<file path="config.mk">
export PLATFORM = sky130hd
export DESIGN_NAME = aps_front
export DESIGN_NICKNAME = d
export VERILOG_FILES = /design/src/hdl/assert_macros.svh /design/src/hdl/aps_pkg.sv /design/src/hdl/aps_front.sv
export SDC_FILE = /design/constraint.sdc
export NUM_CORES = 1
export LEC_CHECK = 0
export ABC_CLOCK_PERIOD_IN_PS = 41300
export BUFFER_PORTS_ARGS = -buffer_cell sky130_fd_sc_hd__buf_2
export CAP_MARGIN = 40
export CORE_ASPECT_RATIO = 0.8
export CORE_MARGIN = 2
export CORE_UTILIZATION = 45
export CTS_CLUSTER_DIAMETER = 150
export DETAILED_ROUTE_END_ITERATION = 12
export HOLD_SLACK_MARGIN = 0.1
export PLACE_DENSITY = 0.76
export SYNTH_ARGS = -nofsm -noshare
export SYNTH_HDL_FRONTEND = slang
export SYNTH_SLANG_ARGS = --single-unit
</file>
<file path="constraint.sdc">
create_clock -name clk_i -period 41.3 [get_ports clk_i]
set_input_delay 8.26 -clock clk_i [delete_from_list [all_inputs] [get_ports clk_i]]
set_output_delay 8.26 -clock clk_i [all_outputs]
set_load 0.01 [all_outputs]
</file>
<file path="src/hdl/assert_macros.svh">
// assertion helpers used by the aps_engine rtl file
`ifndef ASSERT_MACROS_SVH
`define ASSERT_MACROS_SVH

// property checked on every rising clock edge outside reset
`define APS_ASSERT(lbl, prop) \
  lbl: assert property (@(posedge clk_i) disable iff (!rst_ni) (prop)) \
    else $error("aps assertion failed");

// antecedent in one cycle implies consequent in the next
`define APS_ASSERT_NEXT(lbl, ante, cons) \
  lbl: assert property (@(posedge clk_i) disable iff (!rst_ni) (ante) |=> (cons)) \
    else $error("aps assertion failed");

`endif

</file>
<file path="src/hdl/aps_pkg.sv">
// ----------------------------------------------------------------------------
// aps_pkg
// shared types, codes and helpers of the aabb physics step unit
// ----------------------------------------------------------------------------
`timescale 1ns / 1ps
`default_nettype none
package aps_pkg;

  localparam int NumBodiesDef = 16;
  localparam int NumBoxesDef  = 32;

  localparam int InDataW  = 232;
  localparam int OutDataW = 136;

  // input command codes
  localparam logic [1:0] CMD_LOAD_BODY = 2'd0;
  localparam logic [1:0] CMD_LOAD_BOX  = 2'd1;
  localparam logic [1:0] CMD_TICK      = 2'd2;

  typedef enum logic [1:0] {
    KIND_BODY,
    KIND_BOX,
    KIND_TICK
  } aps_kind_e;

  typedef struct packed {
    aps_kind_e          kind;
    logic [7:0]         slot;
    logic signed [31:0] pos_x;
    logic signed [31:0] pos_y;
    logic signed [31:0] vel_x;
    logic signed [31:0] vel_y;
    logic [30:0]        half_x;
    logic [30:0]        half_y;
    logic signed [15:0] gravity_scale;
    logic               use_gravity;
    logic [15:0]        dt;
  } aps_item_t;

  typedef enum logic [3:0] {
    ST_IDLE,
    ST_BLOAD,
    ST_G1X,
    ST_G2X,
    ST_GVX,
    ST_G1Y,
    ST_G2Y,
    ST_GVY,
    ST_P1X,
    ST_PPX,
    ST_P1Y,
    ST_PPY,
    ST_DIFF,
    ST_OVL,
    ST_RES,
    ST_EMIT
  } aps_state_e;

  function automatic logic signed [31:0] sat32(input logic signed [43:0] x);
    logic signed [31:0] r;
    if (x > 44'sd2147483647) begin
      r = 32'sh7fffffff;
    end else if (x < -44'sd2147483648) begin
      r = 32'sh80000000;
    end else begin
      r = x[31:0];
    end
    return r;
  endfunction

endpackage
`default_nettype wire

</file>
<file path="src/hdl/aps_front.sv">
// ----------------------------------------------------------------------------
// aps_front
// accepts input items, drops those that do nothing, queues the rest
// ----------------------------------------------------------------------------
`timescale 1ns / 1ps
`default_nettype none
module aps_front #(
  parameter int NUM_BODIES = aps_pkg::NumBodiesDef,
  parameter int NUM_BOXES  = aps_pkg::NumBoxesDef
) (
  input  wire logic                         clk_i,
  input  wire logic                         rst_ni,
  input  wire logic                         s_valid_i,
  output logic                              s_ready_o,
  input  wire logic [1:0]                   s_cmd_i,
  input  wire logic [aps_pkg::InDataW-1:0]  s_data_i,
  output logic                              q_valid_o,
  input  wire logic                         q_ready_i,
  output aps_pkg::aps_item_t                q_item_o
);
  import aps_pkg::*;

  aps_item_t  fifo_q [2];
  logic       wp_q, rp_q;
  logic [1:0] cnt_q, cnt_d;
  aps_item_t  item;
  logic       keep, push, pop;

  always_comb begin
    item.slot          = s_data_i[7:0];
    item.pos_x         = s_data_i[39:8];
    item.pos_y         = s_data_i[71:40];
    item.vel_x         = s_data_i[103:72];
    item.vel_y         = s_data_i[135:104];
    item.half_x        = s_data_i[166:136];
    item.half_y        = s_data_i[197:167];
    item.gravity_scale = s_data_i[213:198];
    item.use_gravity   = s_data_i[214];
    item.dt            = s_data_i[230:215];
    item.kind          = KIND_TICK;
    keep               = 1'b0;
    unique case (s_cmd_i)
      CMD_LOAD_BODY: begin
        item.kind = KIND_BODY;
        keep      = ({1'b0, s_data_i[7:0]} < 9'(NUM_BODIES));
      end
      CMD_LOAD_BOX: begin
        item.kind = KIND_BOX;
        keep      = ({1'b0, s_data_i[7:0]} < 9'(NUM_BOXES));
      end
      CMD_TICK: begin
        keep = 1'b1;
      end
      default: keep = 1'b0;
    endcase
  end

  assign s_ready_o = (cnt_q != 2'd2);
  assign q_valid_o = (cnt_q != 2'd0);
  assign q_item_o  = fifo_q[rp_q];
  assign push      = s_valid_i && s_ready_o && keep;
  assign pop       = q_valid_o && q_ready_i;

  always_comb begin
    cnt_d = cnt_q;
    if (push && !pop) cnt_d = cnt_q + 2'd1;
    if (pop && !push) cnt_d = cnt_q - 2'd1;
  end

  always_ff @(posedge clk_i or negedge rst_ni) begin
    if (!rst_ni) begin
      wp_q  <= 1'b0;
      rp_q  <= 1'b0;
      cnt_q <= 2'd0;
    end else begin
      cnt_q <= cnt_d;
      if (push) wp_q <= ~wp_q;
      if (pop) rp_q <= ~rp_q;
    end
  end

  always_ff @(posedge clk_i) begin
    if (push) fifo_q[wp_q] <= item;
  end

endmodule
`default_nettype wire

</file>
Word-level counts from Yosys, hierarchy flattened
Memories as Yosys holds them, arrays and structs flattened.
Cells that the tools add are included.
{ "classes": {"bitwise_logic": 2, "n_lt_le_gt_ge": 2, "n_eq_ne": 3, "muxes": 6, "add_sub_neg": 2, "n_reduce_logical": 10} }
{ "ops": {"columns": ["op", "n"], "rows": [
  ["$lt 8x5->1 const B", 1],
  ["$lt 8x6->1 const B", 1],
  ["$logic_and 1x1->1", 5],
  ["$mux 2", 2],
  ["$pmux 2 s2", 1],
  ["$reduce_bool 2->1", 2],
  ["$pmux 1 s3", 1],
  ["$add 2x1->2 const B", 1],
  ["$eq 2x1->1 const B", 1],
  ["$eq 2x2->1 const B", 1],
  ["$logic_not 1->1", 2],
  ["$logic_not 2->1", 1],
  ["$mux 1", 2],
  ["$ne 2x2->1 const B", 1],
  ["$not 1->1", 2],
  ["$sub 2x1->2 const B", 1]
]} }
{ "word_totals": {"n_memories": 1, "word_cells": 29, "register_bits": 4, "output_inout_bits": 235, "inputBits": 238, "ramBits": 466} }
{ "mem_list": {"columns": ["memory", "depth", "word_bits", "rd", "rd_clocked_by_memory_dff", "wr", "line_no", "rtl"], "rows": [
  ["fifo_q", 2, 233, 1, 0, 1, "aps_front.sv:23", "aps_item_t fifo_q [2];"]
]} }

Depth between registers and ports, before layout
Gate-level depths: netlist of run 1.
{ "depth": {"ltp_word": 6, "depth_mapped": 7, "ltp_nobuf": 7} }

Worst setup path after synthesis of run 1
No wires, ideal clock.
{ "synth_timing": {"kind": "input -> register", "start": "input port s_data_i[7] (netlist bit)", "end": "memory fifo_q[1][0] (netlist bit) (enable)", "t_arrival_ns": 24.430, "required_time_ns": 40.188, "stages": 3, "path_buffers": 0, "path_slack_ns": 15.759, "setup_ns": 1.112, "path_cell_list": "nor3_1 a21oi_1 nor3_1"} }
{ "synth_between": {"elab_chain_len": 5, "elab_cells_between_ends": 6, "classes_between": "2 x order compare; 3 x mux; 1 x reduce/logical"} }
{ "synth_rtl": {"columns": ["element", "line_no", "rtl"], "rows": [
  ["from (decl)", "aps_front.sv:16", "input wire logic [aps_pkg::InDataW-1:0] s_data_i,"],
  ["$lt 8x6->1 or $lt 8x5->1 (tied branches)", "aps_front.sv:49, aps_front.sv:45", null],
  ["$pmux 1 s3 (*)", "aps_front.sv:42", "unique case (s_cmd_i)"],
  ["$logic_and 1x1->1 (*)", "aps_front.sv:61", "assign push = s_valid_i && s_ready_o && keep;"],
  ["$mux 1 (*)", "aps_front.sv:83", "if (push) fifo_q[wp_q] <= item;"],
  ["$mux 1 (not written as such) (*)", "aps_front.sv:83", null],
  ["to (decl)", "aps_front.sv:23", null]
]} }
Mark *: on every way between the ends. The rest lies on a longest branch, timed or not.

==> flow_summary.toml, run 1 <==
[min_path]
hold_class = "reg2reg"

[global_route]
track_usage_pct = 17.0
grt_first_pass_wirelength_um = 53500
grt_max_degree = 65
grt_overflow = 0
grt_pass1_vias = 9391
antenna_found_initial = 13

[clock_network]
cts_max_level = 2
cts_resized = 0
cts_made_buffers = 45
clock-sinks = 470
cts.clk_slew.worst_paths_ps = 60
cts_root_buf = "clkbuf_16"
clock_latency_ps = 550
post_cts.repair.setup_buffers = 0
cts_tree = "done"
cts_hold_buf = 0
clockBufferDepth = 3

[yosys]
syn_nets = 992
synthFlopType = "edfxtp_1"
ys_seq_area_share_pct = 79.5
synth-async-reset-ratio_pct = 0.851
ys_ff_latch = 470
synth_edf_count = 466
ys_types = 24
synthCells = 753
avgSynthCellArea_um2 = 23.5
netlist_area_um2 = 17700
synth_warnings = 0

[setup_path]
crit_family = "buffers and inverters"
path_cells = "buf_4 -> buf_4 -> buf_16 -> mux2_4 -> buf_2"
crit_arrival_ps = 3360
endpoint_kind = "output port"
path_max_fanout = 60
critical_path.max_stage_delay_ps = 720
critPathLaunchType = "flip-flop"
critPathBufInv = 4
crit_top_cell = "buf_4"
slowest_stage = "buf_4"
crit_required_ps = 33040
criticalPathCategory = "reg2out"

[floorplanning]
die_x_um = 226
die-height_um = 182
rows = 64
coreArea_um2 = 38500
die_area_um2 = 41000
io_pins = 473
initial_utilization_pct = 46.0

[status]
status = "finished clean"

[placed_design]
dp_hpwl_um = 24900
port_buffers = 471
gp_congestion = 0.760
dp.cells = 1743

[power_and_ir_drop]
switching_power_w = 0.000381
leakage_nw = 8.65
swShare_pct = 27.1
vdd.ir_drop.worst_uv = 51.7
p_per_area_nw_per_um2 = 63.0
combPwrFrac_pct = 28.4
power_w = 0.00140
p_clk_share_pct = 29.0
seqPwrFrac_pct = 42.6
intPower_w = 0.00102

[routing]
first_iter_violations = 528
first_pass_iters = 4
ant_nets = 0
wl_per_cell_um = 19.6
wirelength_um = 36000
drc = 0
via_count = 8857
via_per_inst = 4.83

[layout]
layout_commonest_cell = "buf_2"
synthToLayoutAreaGrowth_pct = 25.6
utilization_pct = 57.8
instances_no_fill = 1834
nets = 1501
mostFrequentLayoutCells = "buf_2, edfxtp_1, mux2_4"
drive_gt1_share_pct = 60.9

[timing]
hold_violations = 0
period_share_pct = 28.1
rsz0062_at_grt = "false"
drv_slew = 0
skew_ps = 23.0
tns_ps = 0
setup_viol = 0
fin_crit_ps = 11620
fmax_ghz = 0.0860
worst_pin_slew_ps = 849
slew_headroom_pct = 43.4

[run]
cap_violations = 0
[final cells by class]
cell class                 instances  area [um2]
tap                              528         661
clock buffer                      60        1220
fill                            2827       16300
clock inverter                    22         239
antenna                            9        22.5
timing repair buffer             489        2630
multi-input combinational        255        3380
sequential                       470       14100
inverter                           1        3.75
[flip-flops by register name (all words and copies together), names as in the netlist]
register	count
rp_q	1
wp_q	1
cnt_q	2
fifo_q	466
[final timing paths]
kind                          start            end  slack [ps]  cells past startpoint
min reg2reg                cnt_q[1]       cnt_q[1]         500                      1
min in group asynchronous    rst_ni           rp_q        7510                      1
max                            rp_q  q_item_o[116]       29680                      5
max reg2reg                cnt_q[0]  fifo_q[0][92]       38580                      6
min                        cnt_q[1]       cnt_q[1]         500                      1
max in group asynchronous    rst_ni           rp_q       33660                      1
[layer usage]
metal	GRT usage [%]	up-vias	share of wire (%)
met5	0	-	0.16
met4	5.77	10	2.8
met3	6.42	79	9.9
met2	29.1	332	49
met1	19.7	4390	38
li1	-	4046	-
[Yosys cell counts (2+ instances only)]
cell      number  share of area, %
edfxtp_1     466                79
mux2_4       160                14
mux2_2        73               4.6
buf_6         19               1.2
buf_2          7              0.20
dfrtp_1        4              0.56
nand2b_1       2             0.071
nor2_1         2             0.042
nor3_1         2             0.056
or2_2          2             0.071
xnor2_1        2             0.099
xor2_1         2             0.099
[kinds of logic after synthesis]
kind of cell	count (synthesis)	share of synthesized area [%]
multiplexers	233	18.2
adder cells (fa/ha/maj)	1	0.0706
flip-flops	470	79.5
XOR/XNOR	4	0.198
AO/OA/AOI/OAI	4	0.169
buffers and inverters	28	1.45
AND/OR/NAND/NOR	13	0.395
[metrics by stage]
| stage | hold slack, ps | instance area [um2] | worst slack [ps] |
|---|---|---|---|
| 2_1_floorplan | 456 | 17700 | 15760 |
| 3_3_place_gp | 481 | 20600 | 29460 |
| 3_5_place_dp | 484 | 20800 | 30210 |
| 4_1_cts | 500 | 22200 | 29620 |
| 5_1_grt | 525 | 22300 | 29490 |
| 6_report | 498 | 22300 | 29680 |
[power by group through the flow]
stage          Clock [W]  Combinational, W  Sequential (W)
2_1_floorplan          0          0.000279        0.000625
3_3_place_gp           0          0.000383        0.000615
3_5_place_dp           0          0.000402        0.000608
4_1_cts         0.000418          0.000404        0.000599
5_1_grt         0.000436          0.000425        0.000602
6_report        0.000408          0.000398        0.000598
Note: power is estimated with default switching activity, not from simulation.
==> inputs of run 2 (changes only) <==
--- a/config.mk
+++ b/config.mk
@@ -5,7 +5,7 @@
 export SDC_FILE = /design/constraint.sdc
 export NUM_CORES = 1
 export LEC_CHECK = 0
-export ABC_CLOCK_PERIOD_IN_PS = 41300
+export ABC_CLOCK_PERIOD_IN_PS = 11020
 export BUFFER_PORTS_ARGS = -buffer_cell sky130_fd_sc_hd__buf_2
 export CAP_MARGIN = 40
 export CORE_ASPECT_RATIO = 0.8
==> constraint.sdc (replaced) <==
create_clock -name clk_i -period 11.02 [get_ports clk_i]
set_input_delay 2.204 -clock clk_i [delete_from_list [all_inputs] [get_ports clk_i]]
set_output_delay 2.204 -clock clk_i [all_outputs]
set_load 0.01 [all_outputs]
==> flow_summary.toml, run 2 (synthesized netlist as in run 1, its figures left out) <==
[min_path]
hold_class = "reg2reg"

[floorplanning]
initial_utilization_pct = 46.0
die_x_um = 226
rows = 64
coreArea_um2 = 38500
io_pins = 473
die-height_um = 182
die_area_um2 = 41000

[timing]
final.setup.worst_slack_ps = 5870
setup_viol = 0
fmax_ghz = 0.194
slew_headroom_pct = 28.8
skew_ps = 17.2
fin_crit_ps = 5150
period_share_pct = 46.7
hold_ws_ps = 521
drv_slew = 0
tns_ps = 0
rsz0062_at_grt = "false"
worst_pin_slew_ps = 1070
hold_violations = 0

[status]
status = "finished clean"

[power_and_ir_drop]
power_w = 0.00511
leakage_nw = 8.52
p_per_area_nw_per_um2 = 232
vdd.ir_drop.worst_uv = 179

[clock_network]
post_cts.repair.setup_buffers = 0
clock-sinks = 470
cts_max_level = 2
clock_latency_ps = 530
cts_tree = "done"
clockBufferDepth = 3
cts_made_buffers = 45
cts_hold_buf = 0
cts_root_buf = "clkbuf_16"
cts.clk_slew.worst_paths_ps = 60
cts_resized = 0

[global_route]
track_usage_pct = 16.9
met1_usage_pct = 18.5
grt_overflow = 0
grt_first_pass_wirelength_um = 52700
use_met2_pct = 29.5
top_usage_layer = "met2"
antenna_found_initial = 12
grt_max_degree = 163
grtUsageMet3_pct = 6.41
grt_pass1_vias = 9279

[layout]
largest_register_ffs = 466
instances_no_fill = 1818
layout_commonest_cell = "buf_2"
multi_input_area_um2 = 3390
seqCellArea_um2 = 14100
synthToLayoutAreaGrowth_pct = 24.1
mostFrequentLayoutCells = "buf_2, edfxtp_1, mux2_4"
drive_gt1_share_pct = 60.8
nFillCells = 2851
regMostFlops = "fifo_q"
nets = 1493
largestRegisters = "fifo_q x466, cnt_q x2"

[routing]
first_pass_iters = 4
via_count = 8811
first_iter_violations = 476
drc = 0
via_per_inst = 4.85
wirelength_um = 35600
wl_per_cell_um = 19.6
ant_nets = 0

[setup_path]
path_max_fanout = 132
crit_required_ps = 8820
criticalPathCategory = "reg2out"
endpoint_kind = "output port"
critPathLaunchType = "flip-flop"
crit_arrival_ps = 2950

[placed_design]
dp_hpwl_um = 24100
place_ws_ps = 5930
port_buffers = 471
dp.cells = 1735
gp_congestion = 0.742

[run]
cap_violations = 0
run 2: final cells by class:
type                       count  share of cell area [%]
clock inverter                23                   0.643
clock buffer                  52                    5.24
multi-input combinational    255                    15.4
antenna                        8                  0.0910
tap                          528                    3.00
timing repair buffer         481                    11.5
sequential                   470                    64.1
inverter                       1                  0.0171
run 2: path summary, 6_finish.rpt:
kind,start,end,slack (ps),cells after the start
max,rp_q,q_item_o[18],5870,4
max in group asynchronous,rst_ni,rp_q,9420,1
max reg2reg,cnt_q[0],fifo_q[1][219],8110,6
min in group asynchronous,rst_ni,cnt_q[1],1460,1
min,cnt_q[1],cnt_q[1],520,1
min reg2reg,cnt_q[1],cnt_q[1],520,1
run 2: layer usage:
metal,routed length (um),share of wire (%)
met1,13000,37
met3,3400,9.6
met4,1150,3.2
met5,56,0.16
met2,18000,50
run 2: metrics by stage:
stage          util [%]  cell area [um2]
2_1_floorplan         -            17700
3_3_place_gp       53.5            20600
3_5_place_dp       53.7            20700
4_1_cts            57.1            22000
5_1_grt            57.1            22000
6_report           57.1            22000
run 2: power by group:
| part | leakage, nW | switching (W) | internal (W) |
|---|---|---|---|
| Combinational | 3.60 | 0.000728 | 0.000752 |
| Clock | 0.636 | 0.000612 | 0.000769 |
| Sequential | 4.29 | 0.0000640 | 0.00218 |
run 2: worst max-delay path, stage by stage, from the launching register on:
cell	delay, ps
dfrtp_4	710
buf_16	280
buf_12	510
mux2_2	420
buf_2	150
